<file path="config.mk">
export PLATFORM = sky130hd
export DESIGN_NAME = fuzzy_distance_to_speed
export DESIGN_NICKNAME = d
export VERILOG_FILES = /design/src/rtl/fdts_pkg.sv /design/src/rtl/fuzzy_distance_to_speed.sv /design/src/rtl/fdts_div.sv /design/src/rtl/fdts_ctrl.sv /design/src/rtl/fdts_dp.sv
export SDC_FILE = /design/constraint.sdc
export NUM_CORES = 2
export LEC_CHECK = 0
export ABC_AREA = 0
export BUFFER_PORTS_ARGS = -buffer_cell sky130_fd_sc_hd__buf_4
export CAP_MARGIN = 5
export CORE_ASPECT_RATIO = 1.25
export CORE_MARGIN = 2
export CORE_UTILIZATION = 50
export DETAILED_ROUTE_END_ITERATION = 8
export PLACE_DENSITY = 0.62
export SLEW_MARGIN = 20
export SYNTH_ARGS = -nofsm -noshare
export SYNTH_HDL_FRONTEND = slang
export SYNTH_SLANG_ARGS = --single-unit
</file>
<file path="constraint.sdc">
create_clock -name i_clk -period 26.3 [get_ports i_clk]
set_clock_uncertainty 0.2 [all_clocks]
set_input_delay 1.315 -clock i_clk [delete_from_list [all_inputs] [get_ports i_clk]]
set_output_delay 1.315 -clock i_clk [all_outputs]
set_load 0.01 [all_outputs]
</file>
<file path="src/rtl/fdts_pkg.sv">
// Shared types, constants and helpers for the fuzzy distance-to-speed block.
// Depends on nothing; every other file in rtl/ imports it.
package fdts_pkg;

    localparam int DIST_W  = 16;
    localparam int SPEED_W = 15;
    localparam int GRADE_W = 17;
    localparam int QUO_W   = 17;
    localparam int OFF_W   = 13;
    localparam int RCP_W   = 25;
    localparam int GP_W    = OFF_W + RCP_W;

    localparam logic [GRADE_W-1:0] GRADE_ONE = 17'd65536;
    localparam logic [SPEED_W-1:0] SPEED_MAX = 15'd30720;

    // distance breakpoints in input units (4 fraction bits)
    localparam logic signed [17:0] D250  = 18'sd4000;
    localparam logic signed [17:0] D450  = 18'sd7200;
    localparam logic signed [17:0] D500  = 18'sd8000;
    localparam logic signed [17:0] D750  = 18'sd12000;

    localparam logic [OFF_W-1:0] SPAN_SMALL = 13'd7200;
    localparam logic [OFF_W-1:0] SPAN_MID   = 13'd4000;
    localparam logic [OFF_W-1:0] SPAN_LARGE = 13'd8000;

    // off * 65536 / span is (off * RCP) >> SH, exact for every offset up to the span
    localparam logic [RCP_W-1:0] RCP_SMALL = 25'd19088744;
    localparam logic [RCP_W-1:0] RCP_MID   = 25'd8589935;
    localparam logic [RCP_W-1:0] RCP_LARGE = 25'd8589935;
    localparam int SH_SMALL = 21;
    localparam int SH_MID   = 19;
    localparam int SH_LARGE = 20;

    // per sample step the speed advances by 3 * 65536 / 1000 = 196 rem 608
    localparam logic [10:0] STEP_R = 11'd608;
    localparam logic [10:0] R_MOD  = 11'd1000;

    typedef struct packed {
        logic capture;
        logic div_start;
        logic grade_wr;
        logic sweep_step;
        logic load_out;
    } t_cmd;

    typedef struct packed {
        logic div_done;
        logic sweep_last;
        logic pipe_busy;
    } t_status;

    function automatic logic [OFF_W-1:0] f_clamp(input logic signed [17:0] v,
                                                 input logic [OFF_W-1:0] span);
        logic signed [17:0] span_s;
        span_s = $signed({5'b0, span});
        if (v < 18'sd0) begin
            return '0;
        end else if (v > span_s) begin
            return span;
        end else begin
            return v[OFF_W-1:0];
        end
    endfunction

endpackage

</file>
<file path="src/rtl/fuzzy_distance_to_speed.sv">
// Fuzzy distance-to-speed controller, top level.
// Joins the sequencer (fdts_ctrl) and the datapath (fdts_dp). Depends on fdts_pkg.
//
// Input channel: i_valid / o_ready with i_distance (signed, 4 fraction bits).
// Output channel: o_valid / i_ready with o_speed (unsigned, 8 fraction bits).
// A transaction moves on either channel when its valid and ready are both high.
//
// One item is worked on at a time. After a distance is taken the block forms
// the three distance grades by reciprocal multiplication, sweeps SAMPLE_POINTS
// speed samples at one per cycle through the multiply-accumulate pipe, drains
// that pipe, runs the centroid division on the 17-step divider and loads the
// output register; o_valid and o_ready both rise as that register is loaded.
// The result waits in an output register: the next distance is accepted and
// worked on while it is not yet taken; a second result holds, with o_ready
// low, until i_ready frees that register.
// Reset (i_rst_n low at a clock edge) returns the sequencer to idle and drops
// any pending result.
module fuzzy_distance_to_speed #(
    parameter int SAMPLE_POINTS = 1000
) (
    input  logic                         i_clk,
    input  logic                         i_rst_n,
    input  logic                         i_valid,
    output logic                         o_ready,
    input  logic [fdts_pkg::DIST_W-1:0]  i_distance,
    output logic                         o_valid,
    input  logic                         i_ready,
    output logic [fdts_pkg::SPEED_W-1:0] o_speed
);
    import fdts_pkg::*;

    t_cmd    cmd;
    t_status st;

    fdts_ctrl u_ctrl (
        .i_clk       (i_clk),
        .i_rst_n     (i_rst_n),
        .i_in_valid  (i_valid),
        .i_out_ready (i_ready),
        .i_st        (st),
        .o_in_ready  (o_ready),
        .o_out_valid (o_valid),
        .o_cmd       (cmd)
    );

    fdts_dp #(
        .SAMPLE_POINTS (SAMPLE_POINTS)
    ) u_dp (
        .i_clk      (i_clk),
        .i_rst_n    (i_rst_n),
        .i_distance (i_distance),
        .i_cmd      (cmd),
        .o_st       (st),
        .o_speed    (o_speed)
    );

endmodule

</file>
<file path="src/rtl/fdts_div.sv">
// Restoring divider, one quotient bit per cycle, QUO_W iterations.
// Requires num < den * 2**QUO_W. Depends on fdts_pkg.
module fdts_div #(
    parameter int NUM_W = 49,
    parameter int DEN_W = 33
) (
    input  logic                       i_clk,
    input  logic                       i_rst_n,
    input  logic                       i_start,
    input  logic [NUM_W-1:0]           i_num,
    input  logic [DEN_W-1:0]           i_den,
    output logic                       o_done,
    output logic [fdts_pkg::QUO_W-1:0] o_quo
);
    import fdts_pkg::*;

    localparam int CNT_W = $clog2(QUO_W + 1);

    logic [CNT_W-1:0] r_cnt;
    logic             r_done;
    logic [NUM_W-1:0] r_rem;
    logic [NUM_W-1:0] r_den;
    logic [QUO_W-1:0] r_sh;
    logic [NUM_W:0]   cat;
    logic [NUM_W:0]   trial;

    assign cat   = {r_rem, r_sh[QUO_W-1]};
    assign trial = cat - {1'b0, r_den};

    always_ff @(posedge i_clk) begin
        if (!i_rst_n) begin
            r_cnt  <= '0;
            r_done <= 1'b0;
        end else begin
            r_done <= 1'b0;
            if (i_start) begin
                r_cnt <= CNT_W'(QUO_W);
            end else if (r_cnt != '0) begin
                r_cnt <= r_cnt - 1'b1;
                if (r_cnt == CNT_W'(1)) begin
                    r_done <= 1'b1;
                end
            end
        end
    end

    always_ff @(posedge i_clk) begin
        if (i_start) begin
            r_rem <= NUM_W'(i_num[NUM_W-1:QUO_W]);
            r_sh  <= i_num[QUO_W-1:0];
            r_den <= NUM_W'(i_den);
        end else if (r_cnt != '0) begin
            // keep the partial remainder when the trial subtract goes negative
            r_rem <= trial[NUM_W] ? cat[NUM_W-1:0] : trial[NUM_W-1:0];
            r_sh  <= {r_sh[QUO_W-2:0], ~trial[NUM_W]};
        end
    end

    assign o_done = r_done;
    assign o_quo  = r_sh;

endmodule

</file>
<file path="src/rtl/fdts_ctrl.sv">
// Sequencer: grade load, the sample sweep, the centroid division.
// Drives datapath commands and the output valid flag. Depends on fdts_pkg.
module fdts_ctrl (
    input  logic              i_clk,
    input  logic              i_rst_n,
    input  logic              i_in_valid,
    input  logic              i_out_ready,
    input  fdts_pkg::t_status i_st,
    output logic              o_in_ready,
    output logic              o_out_valid,
    output fdts_pkg::t_cmd    o_cmd
);
    import fdts_pkg::*;

    localparam logic [2:0] ST_IDLE   = 3'd0;
    localparam logic [2:0] ST_GRADE  = 3'd1;
    localparam logic [2:0] ST_SWEEP  = 3'd2;
    localparam logic [2:0] ST_DRAIN  = 3'd3;
    localparam logic [2:0] ST_DSTART = 3'd4;
    localparam logic [2:0] ST_DWAIT  = 3'd5;
    localparam logic [2:0] ST_OUT    = 3'd6;

    logic [2:0] r_state, n_state;
    logic       r_oval, n_oval;

    always_comb begin
        n_state = r_state;
        n_oval  = r_oval;
        o_cmd   = '0;
        if (r_oval && i_out_ready) begin
            n_oval = 1'b0;
        end
        unique case (r_state)
            ST_IDLE: begin
                if (i_in_valid) begin
                    o_cmd.capture = 1'b1;
                    n_state       = ST_GRADE;
                end
            end
            ST_GRADE: begin
                o_cmd.grade_wr = 1'b1;
                n_state        = ST_SWEEP;
            end
            ST_SWEEP: begin
                o_cmd.sweep_step = 1'b1;
                if (i_st.sweep_last) begin
                    n_state = ST_DRAIN;
                end
            end
            ST_DRAIN: begin
                // wait for the multiply-accumulate pipe to empty
                if (!i_st.pipe_busy) begin
                    n_state = ST_DSTART;
                end
            end
            ST_DSTART: begin
                o_cmd.div_start = 1'b1;
                n_state         = ST_DWAIT;
            end
            ST_DWAIT: begin
                if (i_st.div_done) begin
                    n_state = ST_OUT;
                end
            end
            ST_OUT: begin
                // hold the result until the output register is free
                if (!r_oval || i_out_ready) begin
                    o_cmd.load_out = 1'b1;
                    n_oval         = 1'b1;
                    n_state        = ST_IDLE;
                end
            end
            default: begin
                n_state = ST_IDLE;
            end
        endcase
    end

    always_ff @(posedge i_clk) begin
        if (!i_rst_n) begin
            r_state <= ST_IDLE;
            r_oval  <= 1'b0;
        end else begin
            r_state <= n_state;
            r_oval  <= n_oval;
        end
    end

    assign o_in_ready  = (r_state == ST_IDLE);
    assign o_out_valid = r_oval;

endmodule

</file>
<file path="src/rtl/fdts_dp.sv">
// Datapath: distance grades by reciprocal multiplication, incremental speed-set
// sweep, multiply-accumulate pipe and output register. Depends on fdts_pkg, fdts_div.
module fdts_dp #(
    parameter int SAMPLE_POINTS = 1000
) (
    input  logic                         i_clk,
    input  logic                         i_rst_n,
    input  logic [fdts_pkg::DIST_W-1:0]  i_distance,
    input  fdts_pkg::t_cmd               i_cmd,
    output fdts_pkg::t_status            o_st,
    output logic [fdts_pkg::SPEED_W-1:0] o_speed
);
    import fdts_pkg::*;

    localparam int I_W   = $clog2(SAMPLE_POINTS);
    localparam int S_W   = I_W + GRADE_W;
    localparam int W_W   = 2 * I_W + GRADE_W;
    localparam int P_W   = I_W + GRADE_W;
    localparam int NUM_W = W_W + 12;
    localparam int DEN_W = S_W + 6;
    localparam int QC_W  = $clog2(SAMPLE_POINTS * 197);
    localparam int Q_W   = (QC_W > 18) ? QC_W : 18;

    localparam logic [Q_W-1:0] Q_U20  = Q_W'(32768);
    localparam logic [Q_W-1:0] Q_U60  = Q_W'(98304);
    localparam logic [Q_W-1:0] Q_U100 = Q_W'(163840);
    localparam logic [Q_W-1:0] Q_STEP = Q_W'(196);

    function automatic logic [GRADE_W-1:0] f_min(input logic [GRADE_W-1:0] a,
                                                 input logic [GRADE_W-1:0] b);
        return (a < b) ? a : b;
    endfunction

    function automatic logic [GRADE_W-1:0] f_max(input logic [GRADE_W-1:0] a,
                                                 input logic [GRADE_W-1:0] b);
        return (a > b) ? a : b;
    endfunction

    logic [DIST_W-1:0]  r_dist;
    logic [GRADE_W-1:0] r_gs, r_gm, r_gl;
    logic [I_W-1:0]     r_idx;
    logic [Q_W-1:0]     r_qa;
    logic [9:0]         r_ra;
    logic               r_v1, r_v2;
    logic [GRADE_W-1:0] r_a1;
    logic [I_W-1:0]     r_i1;
    logic [P_W-1:0]     r_prod;
    logic [S_W-1:0]     r_s;
    logic [W_W-1:0]     r_w;
    logic [SPEED_W-1:0] r_speed;

    logic signed [17:0] d_ext;
    logic [OFF_W-1:0]   off_s, off_m, off_l;
    logic [GP_W-1:0]    prod_s, prod_m, prod_l;
    logic [NUM_W-1:0]   div_num, w_ext, s_ext;
    logic [DEN_W-1:0]   div_den, s_d;
    logic               div_done;
    logic [QUO_W-1:0]   div_quo;
    logic [10:0]        ra_sum;
    logic               rnz;
    logic [GRADE_W-1:0] ss, sm, sl, a_comb;

    // clamped ramp offsets; the clamps give exact 0 and 1.0 at the flat ends
    always_comb begin
        d_ext  = {{2{r_dist[DIST_W-1]}}, r_dist};
        off_s  = f_clamp(D450 - d_ext, SPAN_SMALL);
        off_m  = (d_ext <= D500) ? f_clamp(d_ext - D250, SPAN_MID)
                                 : f_clamp(D750 - d_ext, SPAN_MID);
        off_l  = f_clamp(d_ext - D500, SPAN_LARGE);
        prod_s = GP_W'(off_s) * GP_W'(RCP_SMALL);
        prod_m = GP_W'(off_m) * GP_W'(RCP_MID);
        prod_l = GP_W'(off_l) * GP_W'(RCP_LARGE);
    end

    always_comb begin
        w_ext   = NUM_W'(r_w);
        s_ext   = NUM_W'(r_s);
        s_d     = DEN_W'(r_s);
        // (1536*W + 25*S) / (50*S)
        div_num = (w_ext << 10) + (w_ext << 9) + (s_ext << 4) + (s_ext << 3) + s_ext;
        div_den = (s_d << 5) + (s_d << 4) + (s_d << 1);
    end

    fdts_div #(
        .NUM_W (NUM_W),
        .DEN_W (DEN_W)
    ) u_div (
        .i_clk   (i_clk),
        .i_rst_n (i_rst_n),
        .i_start (i_cmd.div_start),
        .i_num   (div_num),
        .i_den   (div_den),
        .o_done  (div_done),
        .o_quo   (div_quo)
    );

    // r_qa/r_ra hold floor and remainder of 3*i*65536/1000, so every speed
    // ramp is r_qa minus a constant, or a constant minus its ceiling
    always_comb begin
        ra_sum = {1'b0, r_ra} + STEP_R;
        rnz    = (r_ra != 10'd0);
        if (r_qa <= Q_U20) begin
            ss = GRADE_ONE;
        end else if (r_qa > Q_U60) begin
            ss = '0;
        end else begin
            ss = GRADE_W'(Q_U60 - r_qa - Q_W'(rnz));
        end
        if ((r_qa <= Q_U20) || (r_qa > Q_U100)) begin
            sm = '0;
        end else if (r_qa <= Q_U60) begin
            sm = GRADE_W'(r_qa - Q_U20);
        end else begin
            sm = GRADE_W'(Q_U100 - r_qa - Q_W'(rnz));
        end
        if (r_qa <= Q_U60) begin
            sl = '0;
        end else if (r_qa > Q_U100) begin
            sl = GRADE_ONE;
        end else begin
            sl = GRADE_W'(r_qa - Q_U60);
        end
        a_comb = f_max(f_max(f_min(r_gs, ss), f_min(r_gm, sm)), f_min(r_gl, sl));
    end

    always_ff @(posedge i_clk) begin
        if (!i_rst_n) begin
            r_v1 <= 1'b0;
            r_v2 <= 1'b0;
        end else begin
            r_v1 <= i_cmd.sweep_step;
            r_v2 <= r_v1;
        end
    end

    always_ff @(posedge i_clk) begin
        if (i_cmd.capture) begin
            r_dist <= i_distance;
            r_idx  <= '0;
            r_qa   <= '0;
            r_ra   <= '0;
            r_s    <= '0;
            r_w    <= '0;
        end else begin
            if (i_cmd.sweep_step) begin
                r_idx <= r_idx + 1'b1;
                if (ra_sum >= R_MOD) begin
                    r_ra <= 10'(ra_sum - R_MOD);
                    r_qa <= r_qa + Q_STEP + 1'b1;
                end else begin
                    r_ra <= ra_sum[9:0];
                    r_qa <= r_qa + Q_STEP;
                end
            end
            if (r_v1) begin
                r_s <= r_s + S_W'(r_a1);
            end
            if (r_v2) begin
                r_w <= r_w + W_W'(r_prod);
            end
        end
        r_a1   <= a_comb;
        r_i1   <= r_idx;
        r_prod <= P_W'(r_i1) * P_W'(r_a1);
    end

    always_ff @(posedge i_clk) begin
        if (i_cmd.grade_wr) begin
            r_gs <= prod_s[SH_SMALL +: GRADE_W];
            r_gm <= prod_m[SH_MID +: GRADE_W];
            r_gl <= prod_l[SH_LARGE +: GRADE_W];
        end
        if (i_cmd.load_out) begin
            if (r_s == '0) begin
                r_speed <= '0;
            end else if (div_quo > QUO_W'(SPEED_MAX)) begin
                r_speed <= SPEED_MAX;
            end else begin
                r_speed <= div_quo[SPEED_W-1:0];
            end
        end
    end

    assign o_st.div_done   = div_done;
    assign o_st.sweep_last = (r_idx == I_W'(SAMPLE_POINTS - 1));
    assign o_st.pipe_busy  = r_v1 | r_v2;
    assign o_speed         = r_speed;

endmodule

</file>
== After elaboration in Yosys (flattened, before gate mapping) ==
Cells that the tools add are included.

* Bits in registers: 349
* Input port bits: 20
* Logic and storage cells: 151
* Output and inout bits: 17

* Equality and inequality tests: 13
* Bitwise operators: 4
* Multiplexer cells: 47
* Multiply operators: 4
* $lt $le $gt $ge: 20
* Reductions and logical operators: 13
* Add/sub/neg operators: 25

{| class="wikitable"
|+ Operator list
! operator !! number
|-
| $mux 17 || 13
|-
| $mux 13 || 9
|-
| $lt 18x1->1 const B || 4
|-
| $mux 32 || 2
|-
| $lt 17x17->1 || 3
|-
| $sub 50x33->50 || 1
|-
| $add 49x27->49 || 1
|-
| $add 49x30->49 || 1
|-
| $add 49x31->49 || 1
|-
| $mux 49 || 1
|-
| $add 47x46->48 || 1
|-
| $add 37x27->37 || 1
|-
| $mul 13x24->37 const B || 1
|-
| $gt 18x13->1 const B || 2
|-
| $gt 18x14->1 const B || 2
|-
| $mul 13x24->36 const B || 1
|-
| $mul 13x22->35 const B || 1
|-
| $gt 17x17->1 || 2
|-
| $sub 17x1->17 || 2
|-
| $add 32x31->33 || 1
|-
| $add 33x28->33 || 1
|-
| $add 27x17->27 || 1
|-
| $logic_not 27->1 || 1
|-
| $mul 10x17->27 || 1
|-
| 47 further kinds || 72
|}

== Depth between registers and ports, before layout ==
* Word-level depth: 10
* Gate-level depth with buffers: 54
* Depth with buffers taken out: 51

== Hierarchy ==
Synthesis repeated with hierarchy kept, for this count alone.

* Cell total of the unflattened synthesis: 4903
* Area total of the unflattened synthesis: 45431.1 sq um

{| class="wikitable"
|+ Modules (own cells, without submodules)
! module !! cells an instance !! times used !! sequential area each (sq um) !! area an instance (sq um)
|-
| fdts_dp || 4197 || 1 || 5565.3 || 38549.5
|-
| fdts_div || 671 || 1 || 2922.8 || 6583.8
|-
| fdts_ctrl || 35 || 1 || 80.1 || 297.8
|}

== Worst setup path before layout ==
OpenSTA, ideal clock, no wires.

* Path kind: register to register
* Start point: reg u_dp.r_ra[5]
* End point: reg u_dp.r_a1[10]
* Setup time: 115 ps
* Data arrival time: 9013 ps
* Cell stages (with the launch flop): 53
* Path buffers: 3
* Clock period less this slack: 9328 ps
* Setup slack: 16972 ps
* Path through: dfxtp_1 > inv_1 > ha_1 > nand2_1 > nor4_1 > ha_1 > ha_1 > inv_1 > ha_1 > o21bai_1 > a21oi_1 > o21ba_2 > o21bai_1 > a21oi_1 > nor2_1 > nor2_1 > xor2_1 > nor2_1 > (+17 left out) > a31o_2 > a41o_1 > buf_2 > mux2i_1 > ha_1 > nor2b_1 > o21a_1 > o21a_1 > o21a_1 > o21a_1 > o2111ai_1 > a21oi_1 > a211oi_1 > o21ai_0 > nand2_1 > clkbuf_1 > nand2_1 > o21a_1

* Cells in the longest elaborated chain, start to end: 10
* Elaborated cells on any way between the ends: 15

{| class="wikitable"
|+ RTL lines
! item !! RTL line !! text
|-
| from (decl) || fdts_dp.sv:43 || <nowiki>logic [9:0] r_ra;</nowiki>
|-
| from (signal assigned) || fdts_dp.sv:148 || <nowiki>r_ra <= 10'(ra_sum - R_MOD);</nowiki>
|-
| from (signal assigned) || fdts_dp.sv:151 || <nowiki>r_ra <= ra_sum[9:0];</nowiki>
|-
| $reduce_bool 10->1 (*) || fdts_dp.sv:101 || <nowiki>rnz = (r_ra != 10'd0);</nowiki>
|-
| $sub 17x1->17 (on tied branches) || fdts_dp.sv:107, fdts_dp.sv:114 ||
|-
| $mux 17 (on tied branches) || fdts_dp.sv:104, fdts_dp.sv:111 ||
|-
| $mux 17 (on tied branches) || fdts_dp.sv:102, fdts_dp.sv:109 ||
|-
| $lt 17x17->1 || fdts_dp.sv:31 || <nowiki>return (a < b) ? a : b;</nowiki>
|-
| $mux 17 || fdts_dp.sv:31 ||
|-
| $gt 17x17->1 || fdts_dp.sv:36 || <nowiki>return (a > b) ? a : b;</nowiki>
|-
| $mux 17 (*) || fdts_dp.sv:36 ||
|-
| $gt 17x17->1 || fdts_dp.sv:36 ||
|-
| $mux 17 (*) || fdts_dp.sv:36 ||
|-
| named net u_dp.a_comb[10] || fdts_dp.sv:61 || <nowiki>logic [GRADE_W-1:0] ss, sm, sl, a_comb;</nowiki>
|-
| to (signal assigned) || fdts_dp.sv:162 || <nowiki>r_a1 <= a_comb;</nowiki>
|-
| to (decl) || fdts_dp.sv:45 || <nowiki>logic [GRADE_W-1:0] r_a1;</nowiki>
|}

Mark *: on every way through the listed nets, which the timed path passes. The rest lies on a longest branch.
A chain may end at the register's enable or synchronous reset.

== Final worst setup path ==
* Start point: reg u_dp.r_ra[5]
* End point: reg u_dp.r_a1[16]

The elaborated chain is that of the path after synthesis.

==> summary.txt <==
status: complete, no violations
CP Capture Type: flip-flop
actual slew at the worst max-slew pin: 1.04 ns
Min Hold Slack: 0.178 ns
Worst setup SP type: flip-flop
wire per inst: 18.2 um
CTS tree: built
Hold Buf Count CTS: 0
total negative setup slack: 0 ns
crit path max-delay cell type: nand2_1
Seq/Total Area, Yosys: 0.187
Worst-path clk slew: 0.06 ns
DRT Pass-1 Iters: 5
Inserted Clock Buffers: 43
clock root buffer: clkbuf_16
gpl congestion: 0.923
Area growth, synth to finish: 6.37%
remaining antenna violation count after routing: 0
total power: 4.17 mW
syn avg cell area: 8.98 sq um
maximum fanout along the worst path: 33
die width: 274 um
mapped cell area: 45600 sq um
Achievable Freq: 87.0 MHz
Leak: 23.9 nW
Slew headroom: 0.305
Slew Limit Fails: 0
PwrDens: 85.9 nW/um^2
critical path type: reg -> reg
Routed WL: 114000 um
post-layout util: 0.538
data required time at the worst endpoint: 26.61 ns
Worst Setup SP: u_dp.r_ra[5]
row count: 123
Largest stage delay, worst path: 0.74 ns
min Tclk post-route: 11.49 ns
Detailed Place HPWL: 94200 um
global-route wire length before repair: 185000 um
Die H: 342 um
PortBufs: 36
post_cts resized: 0
max cap viols: 0
core area: 90200 sq um
maximum vdd drop: 77.7 uV
Ports: 37
hold path startpoint: u_dp.r_idx[8]
initial DRC count: 1625
Clock Path Buffers: 3
FF-to-FF Start: u_dp.r_ra[5]
Tcrit/Tclk final: 0.437
largest net degree at the start of global routing: 60
Starting Density: 0.505
via count: 34.6k
most used cell, CP: ha_1
Worst Hold Class: reg -> reg
routed vias/inst: 5.53
Ys Warns: 0
initial antenna violation count: 1
Setup violations, final: 0
layout cells sized above 1: 0.0408
RSZ-0062 raised after global routing: false
die area: 93600 sq um
CP arrival: 11.80 ns
# DRC: 0
Clock Latency Late Sink: 0.62 ns
NumNets Final: 6212
Final Hold Viols: 0
Post-CTS Setup Inserts: 0
Synth cell types: 97
post-synthesis cell count: 5074
number of flops mapped to enable cells by yosys: 163
Num Clock Sinks: 345
Primary FF master, synth: dfxtp_1
FFs w/ async S/R, synth: 0
Total GRT Usage: 0.248
H-tree depth: 2
vias in the first global route: 35.2k
register bit total from synthesis: 345
remaining global-route overflow: 0
-- final cells by class --
class                   count  area (sq um)
fillers                  8523         41700
multi-input cells        3880         33900
flip-flops and latches    345          8540
inverters                 714          2680
well taps                1187          1490
clock buffers              53          1110
repair buffers             58           435
clock inverters            27           365
diodes                      1          2.50
-- cell usage in the layout, fill, tap and decap left out, types with 38 or more instances in the layout --
cell	count
xnor2_1	216
nand4_1	46
a21o_1	117
and2_1	107
inv_1	712
clkbuf_16	43
a21oi_1	326
edfxtp_1	163
nand2_1	391
nand3_1	64
fa_1	399
nor3_1	84
buf_4	58
o21ai_0	192
dfxtp_1	182
a211oi_1	38
o21a_1	74
nor2_1	372
ha_1	751
mux2i_1	63
xor2_1	104
nor2b_1	53
-- critical path: cells and delay by family, from the launching register on --
family                   cells  cell delay [ns]
buffers and inverters        5             0.65
AND/OR/NAND/NOR             11             2.61
multiplexers                 1             0.33
adder cells (fa/ha/maj)      7             1.52
XOR/XNOR                     1             0.31
flip-flops                   1             0.33
AO/OA/AOI/OAI               25             5.44
-- cells in the mapped netlist, types with 8 or more instances --
library cell	instances	share of area
ha_1	751	0.21
inv_1	713	0.059
fa_1	399	0.18
nand2_1	392	0.032
nor2_1	373	0.031
a21oi_1	326	0.036
xnor2_1	216	0.042
o21ai_0	192	0.021
dfxtp_1	182	0.080
edfxtp_1	163	0.11
clkbuf_1	124	0.010
a21o_1	117	0.019
and2_1	108	0.015
xor2_1	104	0.020
nor3_1	84	0.0092
o21a_1	74	0.012
nand3_1	64	0.0070
mux2i_1	63	0.014
nor2b_1	53	0.0073
nand4_1	46	0.0063
a211oi_1	38	0.0063
o21bai_1	35	0.0058
or3_1	33	0.0045
nand2b_1	30	0.0041
a31oi_1	27	0.0037
and3_1	25	0.0034
nor4_1	22	0.0030
o211ai_1	21	0.0035
a21boi_0	18	0.0030
or2_2	18	0.0025
o31ai_1	16	0.0026
a41oi_1	15	0.0029
mux2_2	15	0.0037
o22ai_1	12	0.0016
a211o_1	10	0.0019
a31o_2	10	0.0019
a211oi_2	9	0.0025
o2111ai_1	9	0.0017
o41ai_1	9	0.0017
a41o_1	8	0.0018
o21ai_1	8	0.00088
-- layer usage --
| layer | vias to the layer above | GRT usage | routed length (um) |
|---|---|---|---|
| met5 | - | 0 | 0 |
| met4 | 0 | 0.115 | 5740 |
| met3 | 224 | 0.0215 | 2870 |
| met2 | 560 | 0.468 | 60300 |
| met1 | 16663 | 0.280 | 45300 |
| li1 | 17170 | - | - |
-- path summary, 6_finish.rpt --
check / endpoint / slack [ns] / cells after the start
max reg2reg: u_dp.r_a1[16] / 14.81 / 50
min reg2reg: u_dp.r_i1[8] / 0.18 / 0
max: u_dp.r_a1[16] / 14.81 / 50
min: u_dp.r_i1[8] / 0.18 / 0
-- cell families (layout without fill, tap and decap cells) --
group / count (synthesis) / in the layout / share of synthesized area
AO/OA/AOI/OAI: 1031 / 1031 / 0.146
adder cells (fa/ha/maj): 1150 / 1150 / 0.381
AND/OR/NAND/NOR: 1291 / 1291 / 0.133
multiplexers: 80 / 80 / 0.0182
buffers and inverters: 854 / 852 / 0.0713
flip-flops: 345 / 345 / 0.187
XOR/XNOR: 321 / 321 / 0.0619
other: 2 / 8 / 0.000165
-- power breakdown --
group	internal, mW	total [mW]	switching [mW]
sequential	0.779	0.994	0.214
clock	0.375	0.632	0.257
combinational	1.08	2.54	1.47
-- per-stage QoR --
stage	worst slack, ns	area (sq um)	std cells
after floorplan	16.97	45600	5079
after global placement	14.92	47000	6184
after detailed placement	14.90	47000	6184
after CTS	14.84	48500	6264
after global routing	13.78	48500	6264
final	14.81	48500	6265
-- state kept, by name, indices dropped and copies added, names as in the netlist, 17 cells and up --
signal            cells
u_dp.u_div.r_den     32
u_dp.u_div.r_rem     49
u_dp.u_div.o_quo     17
u_dp.r_s             27
u_dp.r_prod          27
u_dp.r_qa            18
u_dp.r_gl            17
u_dp.r_a1            17
u_dp.r_gm            17
u_dp.r_w             37
u_dp.r_gs            17
Power figures use the tool's default switching activity.
